--- config.mk ---
export PLATFORM = sky130hd
export DESIGN_NAME = i2c_slave_byte_engine_top
export DESIGN_NICKNAME = d
export VERILOG_FILES = /design/src/hdl/isbe_pkg.sv /design/src/hdl/isbe_ring.sv /design/src/hdl/i2c_slave_byte_engine_top.sv
export SDC_FILE = /design/constraint.sdc
export NUM_CORES = 1
export LEC_CHECK = 0
export BUFFER_PORTS_ARGS = -buffer_cell sky130_fd_sc_hd__buf_2
export CAP_MARGIN = 20
export CORE_ASPECT_RATIO = 1.25
export CORE_MARGIN = 5
export CORE_UTILIZATION = 55
export DETAILED_ROUTE_END_ITERATION = 16
export PLACE_DENSITY = 0.75
export SYNTH_ARGS = -nofsm -noshare
export SYNTH_HDL_FRONTEND = slang
export SYNTH_SLANG_ARGS = --single-unit
export TNS_END_PERCENT = 10
--- constraint.sdc ---
create_clock -name clk -period 3 [get_ports clk]
set_clock_uncertainty 0.05 [all_clocks]
set_input_delay 0.3 -clock clk [delete_from_list [all_inputs] [get_ports clk]]
set_output_delay 0.3 -clock clk [all_outputs]
set_load 0.05 [all_outputs]
--- src/hdl/isbe_pkg.sv ---
`default_nettype none
package isbe_pkg;

  typedef logic [7:0] byte_t;

  // The width of the rx_count field is set by the receive ring depth
  localparam int RX_DEPTH = 16;
  localparam int RX_AW    = $clog2(RX_DEPTH);
  localparam int RX_CW    = $clog2(RX_DEPTH + 1);

  localparam logic [6:0] OWN_ADDR_RESET = 7'd8;
  localparam logic [7:0] GENERAL_CALL   = 8'h00;

  // Commands
  localparam logic [1:0] CMD_START    = 2'd0;
  localparam logic [1:0] CMD_OVERFLOW = 2'd1;
  localparam logic [1:0] CMD_PUSH     = 2'd2;
  localparam logic [1:0] CMD_POP      = 2'd3;

  // Shifter actions
  localparam logic [2:0] ACT_NONE         = 3'd0;
  localparam logic [2:0] ACT_WAIT_START   = 3'd1;
  localparam logic [2:0] ACT_SEND_ACK     = 3'd2;
  localparam logic [2:0] ACT_RECV_BYTE    = 3'd3;
  localparam logic [2:0] ACT_SEND_BYTE    = 3'd4;
  localparam logic [2:0] ACT_RECV_ACK     = 3'd5;
  localparam logic [2:0] ACT_ADDR_RESTART = 3'd6;
  localparam logic [2:0] ACT_ADDR_START   = 3'd7;

  typedef struct packed {
    logic [1:0] command;
    byte_t      bus_byte;
    logic       stop_seen;
    byte_t      host_byte;
  } in_t;

  typedef struct packed {
    logic [2:0]       bus_action;
    byte_t            tx_byte;
    byte_t            host_data;
    logic             host_data_valid;
    logic             tx_full;
    logic             read_request;
    logic             transfer_done;
    logic             rx_overrun;
    logic [RX_CW-1:0] rx_count;
  } out_t;

endpackage
`default_nettype wire

--- src/hdl/isbe_ring.sv ---
`default_nettype none
module isbe_ring #(
  parameter int DEPTH = 16,
  localparam int AW = $clog2(DEPTH)
) (
  input  wire logic            clk,
  input  wire logic            wr_en,
  input  wire logic [AW-1:0]   wr_addr,
  input  wire isbe_pkg::byte_t wr_data,
  input  wire logic            rd_en,
  input  wire logic [AW-1:0]   rd_addr,
  output isbe_pkg::byte_t      rd_data
);
  import isbe_pkg::*;

  byte_t mem [DEPTH];
  byte_t rd_data_r;

  always_ff @(posedge clk) begin
    if (wr_en) begin
      mem[wr_addr] <= wr_data;
    end
  end

  always_ff @(posedge clk) begin
    if (rd_en) begin
      rd_data_r <= mem[rd_addr];
    end
  end

  assign rd_data = rd_data_r;

endmodule
`default_nettype wire

--- src/hdl/i2c_slave_byte_engine_top.sv ---
`default_nettype none
// Byte-level I2C slave sequencer. One transaction (start event, shift counter
// overflow, reply push or receive pop) is taken every clock cycle unless
// in_stall is high. The first stage updates the sequencer state, reads both
// rings and registers the result; the second merges the registered ring read
// data into the output register, since the ring read port is registered.
// The reply ring holds TX_DEPTH-1 bytes, the receive ring 16. own_address
// resets to 8 and is written through cfg_wr_en/cfg_wr_data; the user must do
// so only while no transaction is outstanding; the block does not enforce it.
module i2c_slave_byte_engine_top #(
  parameter int TX_DEPTH = 16
) (
  input  wire logic           clk,
  input  wire logic           rst_n,
  input  wire logic           cfg_wr_en,
  input  wire logic [6:0]     cfg_wr_data,
  input  wire logic           in_valid,
  output logic                in_stall,
  input  wire isbe_pkg::in_t  in_data,
  output logic                out_valid,
  input  wire logic           out_stall,
  output isbe_pkg::out_t      out_data
);
  import isbe_pkg::*;

  localparam int TX_AW = $clog2(TX_DEPTH);

  localparam logic [2:0] PH_ADDR      = 3'd0;
  localparam logic [2:0] PH_SEND      = 3'd1;
  localparam logic [2:0] PH_GET_ACK   = 3'd2;
  localparam logic [2:0] PH_CHECK_ACK = 3'd3;
  localparam logic [2:0] PH_RECV      = 3'd4;
  localparam logic [2:0] PH_STORE     = 3'd5;

  logic [6:0]       own_addr_r;
  logic [2:0]       phase_r, phase_nxt;
  logic             listen_r, listen_nxt;
  logic [RX_AW-1:0] rx_wr_r, rx_wr_nxt;
  logic [RX_AW-1:0] rx_rd_r, rx_rd_nxt;
  logic [RX_CW-1:0] rx_fill_r, rx_fill_nxt;
  logic [TX_AW-1:0] tx_wr_r, tx_wr_nxt;
  logic [TX_AW-1:0] tx_rd_r, tx_rd_nxt;
  logic [TX_AW-1:0] tx_wr_inc, tx_rd_inc;
  logic             rx_we, tx_we;

  out_t  s1_r, s1_nxt;
  logic  s1_valid_r;
  out_t  out_r, out_nxt;
  logic  out_valid_r;
  byte_t rx_rd_data, tx_rd_data;

  logic in_acc, out_adv, s1_move;

  assign out_adv  = !out_valid_r || !out_stall;
  assign s1_move  = s1_valid_r && out_adv;
  assign in_stall = s1_valid_r && !out_adv;
  assign in_acc   = in_valid && !in_stall;

  assign tx_wr_inc = (tx_wr_r == TX_AW'(TX_DEPTH - 1)) ? '0 : tx_wr_r + 1'b1;
  assign tx_rd_inc = (tx_rd_r == TX_AW'(TX_DEPTH - 1)) ? '0 : tx_rd_r + 1'b1;

  always_comb begin
    phase_nxt   = phase_r;
    listen_nxt  = listen_r;
    rx_wr_nxt   = rx_wr_r;
    rx_rd_nxt   = rx_rd_r;
    rx_fill_nxt = rx_fill_r;
    tx_wr_nxt   = tx_wr_r;
    tx_rd_nxt   = tx_rd_r;
    rx_we       = 1'b0;
    tx_we       = 1'b0;
    s1_nxt      = '0;
    s1_nxt.bus_action = ACT_NONE;

    case (in_data.command)
      CMD_START: begin
        phase_nxt = PH_ADDR;
        if (in_data.stop_seen) begin
          listen_nxt        = 1'b0;
          s1_nxt.bus_action = ACT_ADDR_START;
        end else begin
          listen_nxt        = 1'b1;
          s1_nxt.bus_action = ACT_ADDR_RESTART;
        end
      end
      CMD_OVERFLOW: begin
        if (listen_r) begin
          case (phase_r)
            PH_ADDR: begin
              if (in_data.bus_byte == GENERAL_CALL ||
                  in_data.bus_byte[7:1] == own_addr_r) begin
                if (in_data.bus_byte[0]) begin
                  s1_nxt.read_request = 1'b1;
                  phase_nxt           = PH_SEND;
                end else begin
                  phase_nxt = PH_RECV;
                end
                s1_nxt.bus_action = ACT_SEND_ACK;
              end else begin
                listen_nxt        = 1'b0;
                s1_nxt.bus_action = ACT_WAIT_START;
              end
            end
            PH_SEND, PH_CHECK_ACK: begin
              // nonzero ack bit from the master is a NACK: end the transfer
              if (phase_r == PH_CHECK_ACK && in_data.bus_byte != 8'h00) begin
                s1_nxt.transfer_done = 1'b1;
                listen_nxt           = 1'b0;
                s1_nxt.bus_action    = ACT_WAIT_START;
              end else if (tx_wr_r != tx_rd_r) begin
                tx_rd_nxt         = tx_rd_inc;
                phase_nxt         = PH_GET_ACK;
                s1_nxt.bus_action = ACT_SEND_BYTE;
              end else begin
                listen_nxt        = 1'b0;
                s1_nxt.bus_action = ACT_WAIT_START;
              end
            end
            PH_GET_ACK: begin
              phase_nxt         = PH_CHECK_ACK;
              s1_nxt.bus_action = ACT_RECV_ACK;
            end
            PH_RECV: begin
              phase_nxt         = PH_STORE;
              s1_nxt.bus_action = ACT_RECV_BYTE;
            end
            PH_STORE: begin
              if (rx_fill_r < RX_CW'(RX_DEPTH)) begin
                rx_we       = 1'b1;
                rx_wr_nxt   = rx_wr_r + 1'b1;
                rx_fill_nxt = rx_fill_r + 1'b1;
              end else begin
                s1_nxt.rx_overrun = 1'b1;
              end
              phase_nxt         = PH_RECV;
              s1_nxt.bus_action = ACT_SEND_ACK;
            end
            default: begin
              phase_nxt         = PH_ADDR;
              listen_nxt        = 1'b0;
              s1_nxt.bus_action = ACT_WAIT_START;
            end
          endcase
        end
      end
      CMD_PUSH: begin
        // one slot stays empty so that full and empty differ
        if (tx_wr_inc == tx_rd_r) begin
          s1_nxt.tx_full = 1'b1;
        end else begin
          tx_we     = 1'b1;
          tx_wr_nxt = tx_wr_inc;
        end
      end
      CMD_POP: begin
        if (rx_fill_r != '0) begin
          s1_nxt.host_data_valid = 1'b1;
          rx_rd_nxt              = rx_rd_r + 1'b1;
          rx_fill_nxt            = rx_fill_r - 1'b1;
        end
      end
      default: begin
        s1_nxt.bus_action = ACT_NONE;
      end
    endcase

    s1_nxt.rx_count = rx_fill_nxt;
  end

  isbe_ring #(.DEPTH(RX_DEPTH)) u_rx_ring (
    .clk     (clk),
    .wr_en   (in_acc && rx_we),
    .wr_addr (rx_wr_r),
    .wr_data (in_data.bus_byte),
    .rd_en   (in_acc),
    .rd_addr (rx_rd_r),
    .rd_data (rx_rd_data)
  );

  isbe_ring #(.DEPTH(TX_DEPTH)) u_tx_ring (
    .clk     (clk),
    .wr_en   (in_acc && tx_we),
    .wr_addr (tx_wr_r),
    .wr_data (in_data.host_byte),
    .rd_en   (in_acc),
    .rd_addr (tx_rd_r),
    .rd_data (tx_rd_data)
  );

  always_ff @(posedge clk) begin
    if (!rst_n) begin
      own_addr_r <= OWN_ADDR_RESET;
      phase_r    <= PH_ADDR;
      listen_r   <= 1'b0;
      rx_wr_r    <= '0;
      rx_rd_r    <= '0;
      rx_fill_r  <= '0;
      tx_wr_r    <= '0;
      tx_rd_r    <= '0;
      s1_valid_r <= 1'b0;
      out_valid_r <= 1'b0;
    end else begin
      if (cfg_wr_en) begin
        own_addr_r <= cfg_wr_data;
      end
      if (in_acc) begin
        phase_r   <= phase_nxt;
        listen_r  <= listen_nxt;
        rx_wr_r   <= rx_wr_nxt;
        rx_rd_r   <= rx_rd_nxt;
        rx_fill_r <= rx_fill_nxt;
        tx_wr_r   <= tx_wr_nxt;
        tx_rd_r   <= tx_rd_nxt;
      end
      if (in_acc) begin
        s1_valid_r <= 1'b1;
      end else if (s1_move) begin
        s1_valid_r <= 1'b0;
      end
      if (out_adv) begin
        out_valid_r <= s1_valid_r;
      end
    end
  end

  // merge the registered ring read data into the result
  always_comb begin
    out_nxt           = s1_r;
    out_nxt.tx_byte   = (s1_r.bus_action == ACT_SEND_BYTE) ? tx_rd_data : 8'h00;
    out_nxt.host_data = s1_r.host_data_valid ? rx_rd_data : 8'h00;
  end

  // payload stages: hold while stalled
  always_ff @(posedge clk) begin
    if (in_acc) begin
      s1_r <= s1_nxt;
    end
    if (s1_move) begin
      out_r <= out_nxt;
    end
  end

  assign out_valid = out_valid_r;
  assign out_data  = out_r;

  a_fill_bound: assert property (@(posedge clk) disable iff (!rst_n)
    rx_fill_r <= RX_CW'(RX_DEPTH))
    else $error("receive fill count beyond ring depth");

  a_fill_ptrs: assert property (@(posedge clk) disable iff (!rst_n)
    (rx_fill_r != RX_CW'(RX_DEPTH)) |-> ((rx_wr_r - rx_rd_r) == rx_fill_r[RX_AW-1:0]))
    else $error("receive fill count disagrees with ring pointers");

  a_stall_src: assert property (@(posedge clk) disable iff (!rst_n)
    in_stall |-> (s1_valid_r && out_valid_r))
    else $error("input stalled with a free stage");

  a_tx_zero: assert property (@(posedge clk) disable iff (!rst_n)
    (out_valid_r && out_r.bus_action != ACT_SEND_BYTE) |-> (out_r.tx_byte == 8'h00))
    else $error("tx_byte set without a send action");

  a_pop_zero: assert property (@(posedge clk) disable iff (!rst_n)
    (out_valid_r && !out_r.host_data_valid) |-> (out_r.host_data == 8'h00))
    else $error("host_data set without a valid pop");

endmodule
`default_nettype wire

== Yosys cells after proc, flatten, opt, wreduce, memory -nomap -nowiden ==
Memories as Yosys holds them, arrays and structs flattened. A register that Yosys moved wholly into a read port is not among the register bits.
Index checks and enable logic that the tools add are counted.
Storage, ports and cells
  memory bits (writable): 256
  register bits: 76
  word-level logic and storage cells: 130
  memories: 2
Operators by class
  $add $sub $neg: 6
  reductions and logical operators: 30
  bitwise logic cells: 2
  magnitude comparators: 1
  eq/ne operators: 18
  multiplexer cells: 45
Memories
  u_rx_ring.mem: depth 16, width 8, read ports 1, clocked after Yosys merged registers in 1, write ports 1, RTL line isbe_ring.sv:16  | byte_t mem [DEPTH];
  u_tx_ring.mem: depth 16, width 8, read ports 1, clocked after Yosys merged registers in 1, write ports 1, RTL line isbe_ring.sv:16
Operators with widths (count)
  one-hot mux 3 bit (5 select lines): 2
  2-to-1 mux 3 bit: 8
  2-to-1 mux 1 bit: 23
  2-to-1 mux 5 bit: 4
  adder 4 x 1 -> 4 bit (second input constant): 4
  one-hot mux 3 bit (2 select lines): 2
  AND reduction 3 bit: 4
  AND reduction 6 bit: 2
  one-hot mux 5 bit (2 select lines): 1
  == test 3 bit (second input constant): 3
  inequality test 3 bit (second input constant): 3
  == test 4 bit (second input constant): 2
  logical NOT 8 bit: 1
  2-to-1 mux 4 bit: 2
  nonzero test 8 bit: 1
  == test 7 bit: 1
  == test 3 x 2 -> 1 bit (second input constant): 2
  logical AND 1 bit: 6
  adder 5 x 1 -> 5 bit (second input constant): 1
  < comparator 5 bit (second input constant): 1
  AND reduction 5 bit: 1
  nonzero test 5 bit: 1
  subtractor 5 x 1 -> 5 bit (second input constant): 1
  == test 2 bit (second input constant): 2
  other kinds (18): 24

== Depth between registers and ports, before layout ==
  depth after elaboration: 9
  mapped depth: 8

== Hierarchy ==
Synthesis repeated with hierarchy kept, for this count alone.
Unflattened totals
  cells, all modules: 778
  area, all modules: 13975.9 µm²
By module, submodules not included
  isbe_ring: cells an instance 229, instances 2, area each 5227.5 µm²
  i2c_slave_byte_engine_top: cells an instance 320, instances 1, area each 3520.9 µm²

== Least setup slack after synthesis ==
Ideal clock, no wire load.
  path kind: register to register
  start point: register out_valid_r, in the netlist out_valid
  end point: memory u_rx_ring.mem[3][0] (netlist bit), enable pin
  data arrival time: 2.935 ns
  required time: 2.567 ns
  cell stages (with the launch flop): 7
  slack: -0.369 ns
  library setup time: 0.383 ns
  cells stage by stage: dfxtp_1 nand3_1 nand2_1 inv_1 buf_1 nand3_1 nor3_1
On the way
  longest elaborated chain between the ends: 9
RTL lines
  start: declaration: RTL line i2c_slave_byte_engine_top.sv:49  | logic out_valid_r;
  start signal: assignment: RTL line i2c_slave_byte_engine_top.sv:221  | out_valid_r <= s1_valid_r;
  logical NOT 1 bit: RTL line i2c_slave_byte_engine_top.sv:54  | assign out_adv = !out_valid_r || !out_stall;
  logical OR 1 bit: RTL line i2c_slave_byte_engine_top.sv:54
  logical NOT 1 bit: RTL line i2c_slave_byte_engine_top.sv:56  | assign in_stall = s1_valid_r && !out_adv;
  logical AND 1 bit: RTL line i2c_slave_byte_engine_top.sv:56
  logical NOT 1 bit: RTL line i2c_slave_byte_engine_top.sv:57  | assign in_acc = in_valid && !in_stall;
  logical AND 1 bit: RTL line i2c_slave_byte_engine_top.sv:57
  via in_acc: RTL line i2c_slave_byte_engine_top.sv:52  | logic in_acc, out_adv, s1_move;
  logical AND 1 bit: RTL line i2c_slave_byte_engine_top.sv:172  | .wr_en (in_acc && rx_we),
  2-to-1 mux 1 bit: RTL line isbe_ring.sv:20  | if (wr_en) begin
  2-to-1 mux 1 bit (implied by the code): RTL line isbe_ring.sv:21  | mem[wr_addr] <= wr_data;
  end: declaration: RTL line isbe_ring.sv:16
The timed path passes the listed nets, and every way through them passes these cells.

== Worst setup path after layout ==
  start point: register phase_r[2]
  end point: memory u_rx_ring.mem[5][7] (netlist bit), enable pin
On the way
  longest elaborated chain between the ends: 7
RTL lines
  start: declaration: RTL line i2c_slave_byte_engine_top.sv:36  | logic [2:0] phase_r, phase_nxt;
  start signal: assignment: RTL line i2c_slave_byte_engine_top.sv:207  | phase_r <= phase_nxt;
  == test 3 bit: RTL line i2c_slave_byte_engine_top.sv:88  | case (phase_r)
  2-to-1 mux 1 bit: RTL line i2c_slave_byte_engine_top.sv:88
  2-to-1 mux 1 bit: RTL line i2c_slave_byte_engine_top.sv:87  | if (listen_r) begin
  2-to-1 mux 1 bit: RTL line i2c_slave_byte_engine_top.sv:75  | case (in_data.command)
  logical AND 1 bit: RTL line i2c_slave_byte_engine_top.sv:172
  2-to-1 mux 1 bit: RTL line isbe_ring.sv:20
  2-to-1 mux 1 bit (implied by the code): RTL line isbe_ring.sv:21
Every way passes these cells.

==> out/qor.yml <==
outcome: "finished, final reports clean"
async_reset_ff_share_pct: 0
cts-buffers-inserted: 34
portBuffers: 61
track_usage_pct: 20.3
yosysTopAreaCell: "edfxtp_1"
arrival_ps: 2850
synth_top_area_share_pct: 67.8
worstReg2RegStart: "phase_r[2]$_SDFFE_PN0P_"
whs_path_depth: 3
rr_worst_depth: 5
syn_avg_cell_area_sq_um: 18.6
synthTopCellsByCount: "edfxtp_1 (314), mux4_2 (80), nor2_1 (46)"
ir_worst_vdd_uv: 583
maxSlewHeadroom_pct: 39.6
drtIter0Drc: 506
nNetsFinal: 888
grt_overflow: 0
place_hpwl_mm: 19.7
clock.fmax_ghz: 0.360
grt_pass1_vias: 7625
syn-cell-area_sq_um: 13900
gp_congestion: 0.898
tritoncts: "done"
synth_cells: 748
row_count: 65
crit_path_end_kind: "register"
viasPerCell: 5.94
wl_per_cell_um: 23.8
vias: 7162
cts.sinks: 348
yosys-top-cells-area: "edfxtp_1 (68%), mux4_2 (13%), dfxtp_1 (4.9%), nor2_1 (1.2%), xnor2_1 (1.2%)"
drc: 0
power_density_nw_per_um2: 622
layout-drive-gt1-share_pct: 27.2
die_area_sq_um: 28600
cp_max_fo: 13
fill_cells: 1716
power_uw: 9890
critPathLaunch: "phase_r[2]$_SDFFE_PN0P_"
required_ps: 3070
ant_nets: 0
grt_pass1_wl_mm: 44.6
startpoint_type: "register"
wl_mm: 28.6
synth_cell_types: 60
firstDrtPassIters: 5
p_leak_uw: 0.00524
finalCritPeriodShare_pct: 92.5
antenna_found_initial: 0
die_h_um: 188
ys.flop_type: "edfxtp_1"
coreArea_sq_um: 25100
start_util_pct: 55.4
insertion_delay_ps: 520
diodes: 0
boundaryPins: 62
synth_nets: 791
yosysSeqAreaShare_pct: 72.7
ys_ff_latch: 348
synth_edf_count: 314
clk_pin_slew_ps: 60
grt_setup_unrepaired: "no"
slew_violations: 0
area_growth_pct: 14.2
drv_cap: 0
final-setup-viol-count: 0
worst_pin_slew_ps: 905
clockBufferDepth: 3
cts-root-buf: "clkbuf_16"
setup_tns_ps: 0
min_from: "cfg_wr_data[1]"
path_class: "reg2reg"
cts_max_level: 2
grt_max_degree: 36
finalCriticalPeriod_ps: 2780
yosysWarnings: 0
finalHoldViolations: 0
die_w_um: 152
synth.most_common_cell: "edfxtp_1"
min_path_type: "in2reg"
-- sequential cells by signal, summed over array words and instances, names as in the netlist --
register / count
rx_wr_r: 4
s1_valid_r: 1
u_tx_ring.mem: 128
phase_r: 3
out_data: 29
out_valid: 1
u_rx_ring.mem: 128
u_tx_ring.rd_data: 8
u_rx_ring.rd_data: 8
rx_rd_r: 4
listen_r: 1
out_nxt: 13
tx_rd_r: 4
own_addr_r: 7
tx_wr_r: 4
rx_fill_r: 5
-- worst paths after layout --
kind                                                       to  slack, ps
worst min-delay path               own_addr_r[1]$_SDFFE_PN0P_         40
worst max register to register  u_rx_ring.mem[5][7]$_DFFE_PP_        220
worst min register to register          out_data[0]$_DFFE_PP_        370
worst max-delay path            u_rx_ring.mem[5][7]$_DFFE_PP_        220
-- routing by layer --
| metal | up-vias | wire length (um) | GRT usage (%) |
|---|---|---|---|
| met5 | - | 0 | 0 |
| li1 | 3181 | - | - |
| met1 | 3627 | 10600 | 24.9 |
| met3 | 65 | 1500 | 2.84 |
| met2 | 289 | 15600 | 37.0 |
| met4 | 0 | 922 | 7.23 |
-- cell usage in the layout (no fill, tap or decap), types with 3 or more instances in the layout --
cell type,count
nand2b_1,4
bufinv_16,4
nand4_1,3
nand3b_1,3
mux2i_1,13
nand3_1,11
mux4_2,80
a41oi_1,3
xor2_1,4
clkbuf_16,35
o21ai_0,7
clkbuf_1,6
clkinv_1,7
nor3_1,13
ha_1,12
nor2b_1,5
and3_1,16
a21oi_1,17
inv_6,3
nor2_1,46
dlygate4sd3_1,4
and2_1,21
inv_1,15
edfxtp_1,314
xnor2_1,19
nand2_1,24
clkinv_2,5
buf_2,61
buf_4,30
dfxtp_1,32
-- timing repair --
item                       in CTS  in global routing
resized for setup               0                  0
buffers inserted                0                  0
hold endpoints to repair        4                  0
hold buffers                    4                  0
setup endpoints to repair       0                  0
-- worst max-delay path: stages, from the launching register on --
cell and delay [ps]:
dfxtp_1 570, and3b_1 300, nand4_1 230, nor2_1 400, nand2_1 190, nor2_1 650
-- final cells by class --
| cell class | count | area, sq um | share of cell area (%) |
|---|---|---|---|
| clock buffer | 41 | 898 | 5.65 |
| multi-input combinational | 349 | 3570 | 22.5 |
| tap | 335 | 419 | 2.64 |
| timing repair buffer | 97 | 611 | 3.84 |
| clock inverter | 21 | 221 | 1.39 |
| sequential | 348 | 10100 | 63.6 |
| inverter | 15 | 56.3 | 0.354 |
-- logic make-up after synthesis --
family	share of synthesized area, %
DFF	72.7
and+or+nand+nor	6.27
muxes	13.9
AOI/OAI and AO/OA	2.99
buffers and inverters	1.68
xor gates and xnor gates	1.45
adders and majority gates	1.08
-- per-stage QoR --
stage	cell area (sq um)	setup slack, ps	cells	hold WS [ps]	utilization (%)
global placement	14700	477	1140	354	58.6
finish	15900	224	1206	35.7	63.2
global route	15900	122	1206	41.1	63.2
floorplan	13900	117	748	349	-
CTS	15900	269	1206	21.3	63.2
detailed placement	14700	277	1140	358	58.6
-- power by group --
group	switching, uW	internal, uW
clock	1730	2500
combinational	228	82.8
sequential	22.6	5330
(Power assumes the default switching activity.)
